--- config.mk ---
export PLATFORM = sky130hd
export DESIGN_NAME = dual_fan_tach_monitor_top
export DESIGN_NICKNAME = d
export VERILOG_FILES = /design/src/rtl/dftm_pkg.sv /design/src/rtl/dftm_step.sv /design/src/rtl/dual_fan_tach_monitor_top.sv
export SDC_FILE = /design/constraint.sdc
export NUM_CORES = 1
export LEC_CHECK = 0
export ABC_AREA = 1
export BUFFER_PORTS_ARGS = -buffer_cell sky130_fd_sc_hd__clkbuf_2
export CAP_MARGIN = 20
export CORE_AREA = 3 3 139 141
export DETAILED_ROUTE_END_ITERATION = 12
export DIE_AREA = 0 0 142 144
export MAX_ROUTING_LAYER = met4
export PLACE_DENSITY = 0.85
export SYNTH_ARGS = -nofsm -noshare
export SYNTH_HDL_FRONTEND = slang
export SYNTH_SLANG_ARGS = --single-unit
--- constraint.sdc ---
create_clock -name clk_i -period 4.2 [get_ports clk_i]
set_clock_uncertainty 0.05 [all_clocks]
set_input_delay 0.84 -clock clk_i [delete_from_list [all_inputs] [get_ports clk_i]]
set_output_delay 0.84 -clock clk_i [all_outputs]
set_load 0.02 [all_outputs]
--- src/rtl/dftm_pkg.sv ---
`default_nettype none

package dftm_pkg;

  // Fan pulse counter and lamp PWM counter widths.
  localparam int unsigned COUNT_WIDTH = 16;
  localparam int unsigned PWM_WIDTH   = 8;

  // Fixed widths of the configuration fields.
  localparam int unsigned MIN_WIDTH   = 16;
  localparam int unsigned LEVEL_WIDTH = 8;
  localparam int unsigned SPUR_WIDTH  = 8;
  localparam int unsigned CFG_IDX_WIDTH  = 3;
  localparam int unsigned CFG_DATA_WIDTH = 16;

  // Compare widths wide enough for either operand (and the unwrapped sum).
  localparam int unsigned SUM_WIDTH = COUNT_WIDTH + 1;
  localparam int unsigned CMP_WIDTH = (SUM_WIDTH > MIN_WIDTH) ? SUM_WIDTH : MIN_WIDTH;
  localparam int unsigned PWM_CMP_WIDTH =
    (PWM_WIDTH > LEVEL_WIDTH) ? PWM_WIDTH : LEVEL_WIDTH;

  // Reset values of the configuration registers.
  localparam logic [MIN_WIDTH-1:0]   FAN1_MIN_RESET  = MIN_WIDTH'(10);
  localparam logic [MIN_WIDTH-1:0]   FAN2_MIN_RESET  = MIN_WIDTH'(10);
  localparam logic [MIN_WIDTH-1:0]   TOTAL_MIN_RESET = MIN_WIDTH'(20);
  localparam logic [SPUR_WIDTH-1:0]  SPUR_LIMIT_RESET = SPUR_WIDTH'(16);
  localparam logic [LEVEL_WIDTH-1:0] LEVEL1_RESET    = LEVEL_WIDTH'(128);
  localparam logic [LEVEL_WIDTH-1:0] LEVEL2_RESET    = LEVEL_WIDTH'(64);

  // Configuration register indexes.
  typedef enum logic [CFG_IDX_WIDTH-1:0] {
    CFG_FAN1_MIN   = 3'd0,
    CFG_FAN2_MIN   = 3'd1,
    CFG_TOTAL_MIN  = 3'd2,
    CFG_SPUR_LIMIT = 3'd3,
    CFG_LEVEL1     = 3'd4,
    CFG_LEVEL2     = 3'd5,
    CFG_ALT_BLINK  = 3'd6
  } cfg_idx_e;

  // Supervisor status codes.
  typedef enum logic [1:0] {
    STAT_WAIT   = 2'd0,
    STAT_LOW    = 2'd1,
    STAT_NORMAL = 2'd2
  } status_e;

  // Bit positions in the lamp and fan flag vectors.
  localparam int unsigned LAMP1_BIT  = 0;
  localparam int unsigned LAMP2_BIT  = 1;
  localparam int unsigned LAMP3_BIT  = 2;
  localparam int unsigned OK1_BIT    = 0;
  localparam int unsigned OK2_BIT    = 1;
  localparam int unsigned NORMAL_BIT = 2;

  typedef struct packed {
    logic tach1_edge;
    logic tach2_edge;
    logic serial_event;
    logic pwm_tick;
    logic window_tick;
  } in_t;

  typedef struct packed {
    logic       lamp1;
    logic       lamp2;
    logic       lamp3;
    logic       relay_on;
    logic       rpm_square;
    logic       fan1_ok;
    logic       fan2_ok;
    logic [1:0] status;
    logic       reset_request;
  } out_t;

  typedef struct packed {
    logic [MIN_WIDTH-1:0]   fan1_min;
    logic [MIN_WIDTH-1:0]   fan2_min;
    logic [MIN_WIDTH-1:0]   total_min;
    logic [SPUR_WIDTH-1:0]  spur_limit;
    logic [LEVEL_WIDTH-1:0] level1;
    logic [LEVEL_WIDTH-1:0] level2;
    logic                   alt_blink;
  } cfg_t;

  typedef struct packed {
    logic [COUNT_WIDTH-1:0] fan1_count;
    logic [COUNT_WIDTH-1:0] fan2_count;
    logic [PWM_WIDTH-1:0]   pwm1_count;
    logic [PWM_WIDTH-1:0]   pwm2_count;
    logic [2:0]             lamp_bits;
    logic [2:0]             lamp_drive;
    logic [2:0]             ok_flags;
    status_e                status;
    logic                   rpm_level;
    logic [SPUR_WIDTH-1:0]  spur_count;
  } state_t;

  localparam state_t STATE_RESET = '{
    fan1_count: '0, fan2_count: '0, pwm1_count: '0, pwm2_count: '0,
    lamp_bits: '0, lamp_drive: '0, ok_flags: '0, status: STAT_WAIT,
    rpm_level: 1'b0, spur_count: '0
  };

endpackage

`default_nettype wire

--- src/rtl/dftm_step.sv ---
`default_nettype none

module dftm_step
  import dftm_pkg::*;
(
  input  state_t cur_i,
  input  cfg_t   cfg_i,
  input  in_t    item_i,
  output state_t nxt_o,
  output logic   reset_req_o
);

  // Next state for one event: pulses, then PWM tick, then window tick,
  // then the spurious check.
  always_comb begin
    state_t               s;
    logic [PWM_WIDTH-1:0] old1;
    logic [PWM_WIDTH-1:0] old2;
    logic                 was_normal;
    logic                 ok1;
    logic                 ok2;
    logic                 normal;
    logic                 b1;
    logic                 b2;
    logic                 b3;
    logic                 any_flag;
    logic [SPUR_WIDTH-1:0] spur_old;

    s           = cur_i;
    reset_req_o = 1'b0;
    old1        = cur_i.pwm1_count;
    old2        = cur_i.pwm2_count;

    // Saturating tach pulse counters.
    if (item_i.tach1_edge && (s.fan1_count != '1)) begin
      s.fan1_count = s.fan1_count + 1'b1;
    end
    if (item_i.tach2_edge && (s.fan2_count != '1)) begin
      s.fan2_count = s.fan2_count + 1'b1;
    end

    // Lamp PWM: the counter only runs while its blink bit is set.
    if (item_i.pwm_tick) begin
      if (s.lamp_bits[LAMP1_BIT]) begin
        s.pwm1_count = old1 + 1'b1;
        if (PWM_CMP_WIDTH'(old1) >= PWM_CMP_WIDTH'(cfg_i.level1)) begin
          s.lamp_drive[LAMP1_BIT] = 1'b1;
        end
        if (s.pwm1_count == '0) begin
          s.lamp_drive[LAMP1_BIT] = 1'b0;
        end
      end else begin
        s.lamp_drive[LAMP1_BIT] = 1'b0;
      end
      if (s.lamp_bits[LAMP2_BIT]) begin
        s.pwm2_count = old2 + 1'b1;
        if (PWM_CMP_WIDTH'(old2) >= PWM_CMP_WIDTH'(cfg_i.level2)) begin
          s.lamp_drive[LAMP2_BIT] = 1'b1;
        end
        if (s.pwm2_count == '0) begin
          s.lamp_drive[LAMP2_BIT] = 1'b0;
        end
      end else begin
        s.lamp_drive[LAMP2_BIT] = 1'b0;
      end
    end

    // Window close: judge the counts and step the blink pattern.
    was_normal = s.ok_flags[NORMAL_BIT];
    ok1    = CMP_WIDTH'(s.fan1_count) >= CMP_WIDTH'(cfg_i.fan1_min);
    ok2    = CMP_WIDTH'(s.fan2_count) >= CMP_WIDTH'(cfg_i.fan2_min);
    normal = (CMP_WIDTH'(s.fan1_count) + CMP_WIDTH'(s.fan2_count))
             >= CMP_WIDTH'(cfg_i.total_min);
    b1 = s.lamp_bits[LAMP1_BIT];
    b2 = s.lamp_bits[LAMP2_BIT];
    b3 = s.lamp_bits[LAMP3_BIT];
    if (!was_normal) begin
      b1 = ~b1;
      b2 = cfg_i.alt_blink ? ~b1 : ~b2;
    end
    b3 = ~b3;
    if (normal) begin
      b1 = 1'b0;
      b2 = 1'b0;
    end
    if (item_i.window_tick) begin
      s.rpm_level  = ~s.rpm_level;
      s.status     = normal ? STAT_NORMAL : STAT_LOW;
      s.ok_flags   = {normal, ok2, ok1};
      s.fan1_count = '0;
      s.fan2_count = '0;
      s.lamp_bits  = {b3, b2, b1};
      s.lamp_drive = {b3, b2, b1};
    end

    // An event with no flag is spurious; past the limit everything restarts.
    any_flag = item_i.tach1_edge | item_i.tach2_edge | item_i.serial_event
             | item_i.pwm_tick | item_i.window_tick;
    spur_old = cur_i.spur_count;
    if (!any_flag) begin
      if (spur_old != '1) begin
        s.spur_count = spur_old + 1'b1;
      end
      if (spur_old > cfg_i.spur_limit) begin
        s           = STATE_RESET;
        reset_req_o = 1'b1;
      end
    end

    nxt_o = s;
  end

endmodule

`default_nettype wire

--- src/rtl/dual_fan_tach_monitor_top.sv ---
// The result of an item is registered and appears in the cycle after it is accepted.
// Throughput: one item per cycle; the single output register sets the rate,
// and a new item is taken whenever that register is empty or being emptied.
// Reset: asynchronous, active low; clears all counters, lamps and status,
// and loads the configuration registers with their default values.
`default_nettype none

module dual_fan_tach_monitor_top
  import dftm_pkg::*;
(
  input  wire                        clk_i,
  input  wire                        rst_ni,
  input  wire                        in_valid_i,
  output logic                       in_ready_o,
  input  in_t                        in_data_i,
  output logic                       out_valid_o,
  input  wire                        out_ready_i,
  output out_t                       out_data_o,
  input  wire                        cfg_valid_i,
  output logic                       cfg_ready_o,
  input  wire [CFG_IDX_WIDTH-1:0]    cfg_index_i,
  input  wire [CFG_DATA_WIDTH-1:0]   cfg_data_i
);

  cfg_t   cfg_q;
  cfg_t   cfg_d;
  state_t state_q;
  state_t state_d;
  state_t state_nxt;
  logic   reset_req;
  out_t   out_q;
  out_t   out_d;
  logic   out_valid_q;
  logic   out_valid_d;
  logic   in_fire;

  // Handshakes: an item is taken while the result register can be refilled.
  assign in_ready_o  = !out_valid_q || out_ready_i;
  assign in_fire     = in_valid_i && in_ready_o;
  assign cfg_ready_o = 1'b1;

  // Configuration register decode.
  always_comb begin
    cfg_d = cfg_q;
    if (cfg_valid_i) begin
      unique case (cfg_index_i)
        CFG_FAN1_MIN:   cfg_d.fan1_min   = cfg_data_i[MIN_WIDTH-1:0];
        CFG_FAN2_MIN:   cfg_d.fan2_min   = cfg_data_i[MIN_WIDTH-1:0];
        CFG_TOTAL_MIN:  cfg_d.total_min  = cfg_data_i[MIN_WIDTH-1:0];
        CFG_SPUR_LIMIT: cfg_d.spur_limit = cfg_data_i[SPUR_WIDTH-1:0];
        CFG_LEVEL1:     cfg_d.level1     = cfg_data_i[LEVEL_WIDTH-1:0];
        CFG_LEVEL2:     cfg_d.level2     = cfg_data_i[LEVEL_WIDTH-1:0];
        CFG_ALT_BLINK:  cfg_d.alt_blink  = cfg_data_i[0];
        default:        cfg_d = cfg_q;
      endcase
    end
  end

  always_ff @(posedge clk_i or negedge rst_ni) begin
    if (!rst_ni) begin
      cfg_q <= '{
        fan1_min: FAN1_MIN_RESET, fan2_min: FAN2_MIN_RESET,
        total_min: TOTAL_MIN_RESET, spur_limit: SPUR_LIMIT_RESET,
        level1: LEVEL1_RESET, level2: LEVEL2_RESET, alt_blink: 1'b1
      };
    end else begin
      cfg_q <= cfg_d;
    end
  end

  // Event processing.
  dftm_step u_step (
    .cur_i       (state_q),
    .cfg_i       (cfg_q),
    .item_i      (in_data_i),
    .nxt_o       (state_nxt),
    .reset_req_o (reset_req)
  );

  assign state_d = in_fire ? state_nxt : state_q;

  always_ff @(posedge clk_i or negedge rst_ni) begin
    if (!rst_ni) begin
      state_q <= STATE_RESET;
    end else begin
      state_q <= state_d;
    end
  end

  // Result item formed from the state after the event.
  always_comb begin
    out_d.lamp1         = state_nxt.lamp_drive[LAMP1_BIT];
    out_d.lamp2         = state_nxt.lamp_drive[LAMP2_BIT];
    out_d.lamp3         = state_nxt.lamp_drive[LAMP3_BIT];
    out_d.relay_on      = (state_nxt.status == STAT_LOW);
    out_d.rpm_square    = state_nxt.rpm_level;
    out_d.fan1_ok       = state_nxt.ok_flags[OK1_BIT];
    out_d.fan2_ok       = state_nxt.ok_flags[OK2_BIT];
    out_d.status        = state_nxt.status;
    out_d.reset_request = reset_req;
  end

  // Output register; the payload needs no reset.
  always_ff @(posedge clk_i) begin
    if (in_fire) begin
      out_q <= out_d;
    end
  end

  assign out_valid_d = in_fire ? 1'b1 : (out_ready_i ? 1'b0 : out_valid_q);

  always_ff @(posedge clk_i or negedge rst_ni) begin
    if (!rst_ni) begin
      out_valid_q <= 1'b0;
    end else begin
      out_valid_q <= out_valid_d;
    end
  end

  assign out_valid_o = out_valid_q;
  assign out_data_o  = out_q;

`ifndef SYNTHESIS
  // An accepted item always leaves a result in the next cycle.
  a_result_follows: assert property (@(posedge clk_i) disable iff (!rst_ni)
    in_fire |=> out_valid_o)
    else $error("accepted item produced no result");

  // A reset request shows the cleared outputs.
  a_reset_clears: assert property (@(posedge clk_i) disable iff (!rst_ni)
    (out_valid_o && out_data_o.reset_request) |->
      (out_data_o.status == STAT_WAIT && !out_data_o.lamp1 && !out_data_o.lamp2
       && !out_data_o.lamp3 && !out_data_o.relay_on && !out_data_o.rpm_square))
    else $error("reset request with stale state");

  // The relay follows a low status exactly.
  a_relay_status: assert property (@(posedge clk_i) disable iff (!rst_ni)
    out_valid_o |-> (out_data_o.relay_on == (out_data_o.status == STAT_LOW)))
    else $error("relay disagrees with status");
`endif

endmodule

`default_nettype wire

## Yosys cells after proc, flatten, opt, wreduce, memory -nomap -nowiden

Index checks and enable logic that the tools add are counted.

| word-level totals | value |
|---|---|
| register bits | 152 |
| input port bits | 29 |
| output and inout port bits | 13 |
| logic and storage cells | 102 |

| operators by class | value |
|---|---|
| add/subtract/negate cells | 6 |
| magnitude comparators | 6 |
| eq/ne operators | 10 |
| muxes and demuxes | 26 |
| bitwise gates (word level) | 9 |
| reduce and logical (&&, ||, !) cells | 18 |

Operators with widths:

| operator | count |
|---|---|
| $mux W68 | 2 |
| $mux W16 | 3 |
| $add A16 B1 Y16 const B | 2 |
| $ge A16 B16 Y1 | 2 |
| $mux W32 | 1 |
| $ne A16 B16 Y1 const B | 2 |
| $add A8 B1 Y8 const B | 3 |
| $mux W8 | 3 |
| $add A16 B16 Y17 | 1 |
| $ge A17 B16 Y1 | 1 |
| $ge A8 B8 Y1 | 2 |
| $logic_not A8 Y1 | 2 |
| $mux W1 | 14 |
| $reduce_and A2 Y1 | 7 |
| $mux W12 | 1 |
| $eq A3 B3 Y1 const B | 3 |
| $gt A8 B8 Y1 | 1 |
| $ne A8 B8 Y1 const B | 1 |
| $eq A3 B2 Y1 const B | 2 |
| $not A1 Y1 | 5 |
| $mux W2 | 2 |
| $or A1 B1 Y1 | 4 |
| $reduce_bool A2 Y1 | 2 |
| $eq A3 B1 Y1 const B | 1 |
| 6 further kinds | 8 |

## Longest topological paths before layout

| depth | value |
|---|---|
| depth after elaboration | 10 |
| mapped depth | 32 |
| depth with buffers taken out | 31 |

## Modules after synthesis

Synthesis repeated with hierarchy kept, for this count alone.

| second synthesis, totals | value |
|---|---|
| cell total of the unflattened synthesis | 1,477 |
| area, all modules | 10,679.0 um2 |

By module, submodules not included:

| module | times used | cells an instance | area each (um2) | sequential area each (um2) |
|---|---|---|---|---|
| dual_fan_tach_monitor_top | 1 | 642 | 5,975.7 | 3,866.2 |
| dftm_step | 1 | 835 | 4,703.3 | 0.0 |

## Worst setup path after synthesis

OpenSTA, ideal clock, no wires.

| timing | value |
|---|---|
| path type | register to register |
| from | register state_q[37] (netlist bit) |
| to | register out_q, in the netlist out_data_o[6] (data pin) |
| library setup time | 253 ps |
| arrival time | 4,154 ps |
| data required time | 3,897 ps |
| path slack | -257 ps |
| cell stages (with the launch flop) | 31 |
| path buffers | 1 |
| period minus slack after synthesis | 4,457 ps |
| path through | dfrtp_1 -> ha_1 -> inv_1 -> nor2_1 -> nand3_2 -> nor2_2 -> nand3_2 -> nand2_4 -> buf_12 -> xor2_4 -> ha_1 -> inv_1 -> fa_1 -> nand3b_1 -> nand2_1 -> nand3_1 -> o21ai_2 -> inv_1 -> o21ai_1 -> a21oi_1 -> xor2_1 -> ha_1 -> nand2_1 -> inv_1 -> nand3_1 -> nor4b_1 -> nor2_2 -> nand3_1 -> nand3_1 -> inv_1 -> nor2_1 |

RTL lines:

| what | line | source |
|---|---|---|
| start: declaration | dual_fan_tach_monitor_top.sv:27 | `state_t state_q;` |
| start signal: assignment | dual_fan_tach_monitor_top.sv:86 | `state_q <= state_d;` |
| end signal: assignment | dual_fan_tach_monitor_top.sv:106 | `out_q <= out_d;` |
| end: declaration | dual_fan_tach_monitor_top.sv:31 | `out_t out_q;` |

==> results.md <==
* Height of the chip at 144 um
* Post-Syn Nets at ~1,400
* Area delta synth->final at 26.3%
* Grt met3 use at under 10%
* Critical Path Source: state_q[37]$_DFFE_PN0P_
* FILL cells at around 1,300
* Worst EP arrival at ~4.7 ns
* Share of layout cells above drive strength 1 at 24.4%
* Via count of the first global-routing pass at between 9,000 and 10,000
* Master of the slowest instance on the critical path: sky130_fd_sc_hd__dfrtp_1
* TritonCTS buffer count at 17
* Period minus WS final at 4.54 ns
* Violated checks: setup timing
* Most numerous cell in the Yosys netlist: sky130_fd_sc_hd__nand2_1
* Final design utilization at between 60 and 70%
* Worst-Margin Slew at roughly 1 ns
* Pin count of the biggest net entering global routing at 77
* Max clock buf depth at 2
* Worst-case setup margin in the final layout at -0.337 ns
* Clock-pin slew of the registers on the worst-case setup and hold paths at about 0.07 ns
* Top FF cell, synth: sky130_fd_sc_hd__dfrtp_1
* Remaining routing DRC violations at 0
* CTS tree: built
* Total power divided by cell area at 441 nW/um2
* Remaining number of nets flagged by the antenna check after routing at 0
* Tcrit/Tclk final at 108%
* Die ar. at 20,400 um2
* DR WL/cell at between 15 and 20 um
* Number of rows in the core area at 49
* Number of failing setup endpoints in the final timing report at 12
* Initial antenna violation count at 1
* Endpoint required time on the critical path at 4.35 ns
* Post-Route WL at roughly 29,000 um
* Gate power share at approximately a third
* Slew Viols, Final at 0
* Number of top-level pins at between 40 and 50
* Number of warnings reported in the yosys synthesis log at 0
* # clock sinks at between 150 and 200
* Part of the power in registers at 37.7%
* Gp weighted congestion at ~1
* Worst stage delay on the critical path at about 0.39 ns
* Via density at 5.57
* Switching Share at 38.3%
* CTS Hold Buffers Added at 0
* Final cell area excluding filler cells at approximately 13,000 um2
* Most congested layer reported by global routing: met2
* FFs w/ async S/R, synth at 93.4%
* Post-synthesis area per instance at 7.90 um2
* Power Internal at approximately 0.0034 W
* 1st-iter DRT viols at approximately 1,100
* RSZ-0062 raised after global routing: true
* Worst flop-to-flop path startpoint: state_q[37]$_DFFE_PN0P_
* Die width at 142 um
* Post-synthesis instance total at around 1,300
* Number of nets in the finished design at 1,559
* Class of the tightest hold or removal check: in -> async
* DP Wirelength at about 19,000 um
* Via count of the routed design at 9,349
* Post-DP Area at ~11,000 um2
* Aggregate global routing overflow at 0
* Met1 Track Usage GR at about 37%
* Effective utilization at floorplan at a little over half
* H-tree level count at 4
* Proportion of synthesized chip area in sequential cells at 39.0%
* Storage element area at 3870 um2
* Number of hold violations in the final report at 0
* P_sw at between 0.002 and 0.0025 W
* Critical path type: reg -> reg
* Combined area of all synthesized cells at between 9000 and 10,000 um2
* Total of flip-flops plus latches after synthesis at 152
* First-pass GRT wire length at roughly 45,000 um
* Number of enable flip-flop cells after synthesis at 10
* Cell at the root of the clock tree: sky130_fd_sc_hd__clkbuf_16
* Top post-synthesis cells by count: sky130_fd_sc_hd__nand2_1, sky130_fd_sc_hd__inv_1, sky130_fd_sc_hd__dfrtp_1, sky130_fd_sc_hd__o21ai_0, sky130_fd_sc_hd__ha_1
* Worst hold margin at 0.366 ns
* Number of optimization iterations in the first detailed-route pass at 8
* Critical path's most frequent cell: sky130_fd_sc_hd__inv_2
* Area occupied by multi-input gates at 5510 um2
* IR drop worst, VDD at 331 uV
* Biggest fanout along the worst timing path at 7
* Number of buffers and inverters on the critical path at 5
* Max-Cap Viols at 0
* Cell types with the largest area share after synthesis: sky130_fd_sc_hd__dfrtp_1, sky130_fd_sc_hd__ha_1, sky130_fd_sc_hd__nand2_1
* Met2 global-route usage at a little under half
* Maximum clock rate at about 0.22 GHz
* Category of the worst setup path launch point: flop
* LEAKAGE at between 6 and 7 nW
* Top delay family on crit path: simple AND/OR/NAND/NOR gates
* Slew Limit Headroom at around a third
* Number of distinct standard cells referenced by the synthesized netlist at 48
* Capturing element type of the critical path: flop
* Area leader, netlist: sky130_fd_sc_hd__dfrtp_1
* Total routing resource utilization after global routing at between 20% and 30%
* Clock latency at the later pin of the worst-skew pair at between 0.4 and 0.5 ns
* Port-buffer cells at 40
* Share of Yosys cell area claimed by the top area cell type at roughly a third
* Clock network power share at 27.2%
* Result of the run: finished with violations
* Core Footprint at roughly 18,000 um2
==> metal layers <==
metal | part of all wire [%] | vias up
met5 | 0 | -
met4 | 3.0 | 0
met3 | 6.7 | 83
met2 | 49 | 407
met1 | 42 | 4440
li1 | - | 4419
==> cell families after synthesis <==
logic type	Yosys count	share of synthesized area, %
simple gates	439	19.3
fa+ha+maj	94	11.9
compound gates	240	13.7
flops	152	39.0
buf+inv	273	10.8
other cells	1	0.0378
xor+xnor	56	5.14
==> cell type report <==
cell class,count,area share (%)
sequential,152,30.9
timing repair buffer,192,11.0
tap,229,2.29
multi-input combinational,830,44.0
inverter,243,7.31
antenna,1,0.0200
clock inverter,13,1.02
clock buffer,19,3.54
==> repair_timing <==
| item | 4_1_cts | 5_1_grt |
|---|---|---|
| setup buffers | 25 | 12 |
| gates cloned | 0 | 0 |
| pin swaps | 40 | 48 |
| endpoints found under the setup margin | 12 | 12 |
| gates resized for setup | 61 | 39 |
==> power by group through the flow <==
| stage | sequential [W] | combinational (W) | clock (W) |
|---|---|---|---|
| floorplan | 0.00203 | 0.00119 | 0 |
| global placement | 0.00207 | 0.00162 | 0 |
| detailed placement | 0.00208 | 0.00172 | 0 |
| global route | 0.00211 | 0.00218 | 0.00157 |
| CTS | 0.00207 | 0.00183 | 0.00150 |
| finish | 0.00208 | 0.00193 | 0.00150 |
==> worst reg2reg max path: cells and delay by family, from the launching register on <==
family                   cells  cell delay (ns)
AND/OR/NAND/NOR             15             1.72
adder cells (fa/ha/maj)      4             1.02
AO/OA/AOI/OAI                3             0.44
flip-flops                   1             0.39
XOR/XNOR                     2             0.37
buffers and inverters        5             0.31
==> cells in the final DEF, fill, tap and decap left out, types with 8 or more instances in the layout <==
cell type / netlist / layout
sky130_fd_sc_hd__a21oi_1: 52 / 43
sky130_fd_sc_hd__a21oi_2: 0 / 8
sky130_fd_sc_hd__buf_4: 3 / 148
sky130_fd_sc_hd__clkbuf_16: 0 / 17
sky130_fd_sc_hd__clkbuf_2: 0 / 39
sky130_fd_sc_hd__dfrtp_1: 132 / 132
sky130_fd_sc_hd__dfstp_2: 10 / 10
sky130_fd_sc_hd__edfxtp_1: 10 / 10
sky130_fd_sc_hd__ha_1: 93 / 79
sky130_fd_sc_hd__ha_4: 0 / 13
sky130_fd_sc_hd__inv_1: 237 / 227
sky130_fd_sc_hd__inv_2: 6 / 15
sky130_fd_sc_hd__nand2_1: 267 / 257
sky130_fd_sc_hd__nand2_2: 6 / 14
sky130_fd_sc_hd__nand3_1: 53 / 48
sky130_fd_sc_hd__nand4_1: 19 / 19
sky130_fd_sc_hd__nor2_1: 48 / 41
sky130_fd_sc_hd__nor3_1: 15 / 12
sky130_fd_sc_hd__o211ai_1: 14 / 14
sky130_fd_sc_hd__o21ai_0: 117 / 113
sky130_fd_sc_hd__o21ai_1: 15 / 17
sky130_fd_sc_hd__o22ai_1: 16 / 16
sky130_fd_sc_hd__xor2_1: 47 / 39
==> sequential cells by signal (all words and copies together) (netlist names) <==
register and flops:
cfg_q 73, state_q 68, out_data_o 10, out_valid_o 1
==> final timing paths <==
| check | to | slack [ns] | depth (start not counted) |
|---|---|---|---|
| worst min-delay path | cfg_q[61]$_DFFE_PN0P_ | 0.37 | 1 |
| worst max-delay path | out_data_o[6]$_DFFE_PP_ | -0.34 | 29 |
| max in group asynchronous | cfg_q[58]$_DFFE_PN1P_ | 2.88 | 2 |
| worst max register to register | out_data_o[6]$_DFFE_PP_ | -0.34 | 29 |
| worst min register to register | cfg_q[56]$_DFFE_PN0P_ | 0.44 | 2 |
| min in group clk_i | cfg_q[56]$_DFFE_PN0P_ | 0.44 | 2 |
==> metrics by stage <==
step	TNS, ns	setup WS (ns)	std cells	total power, W
global route	-5.40	-0.547	1679	0.00586
floorplan	-0.120	-0.0645	1255	0.00323
global placement	-2.44	-0.243	1610	0.00369
finish	-3.03	-0.337	1679	0.00552
CTS	-1.36	-0.161	1667	0.00540
detailed placement	-3.60	-0.376	1610	0.00380
Note: power is estimated with default switching activity, not from simulation.
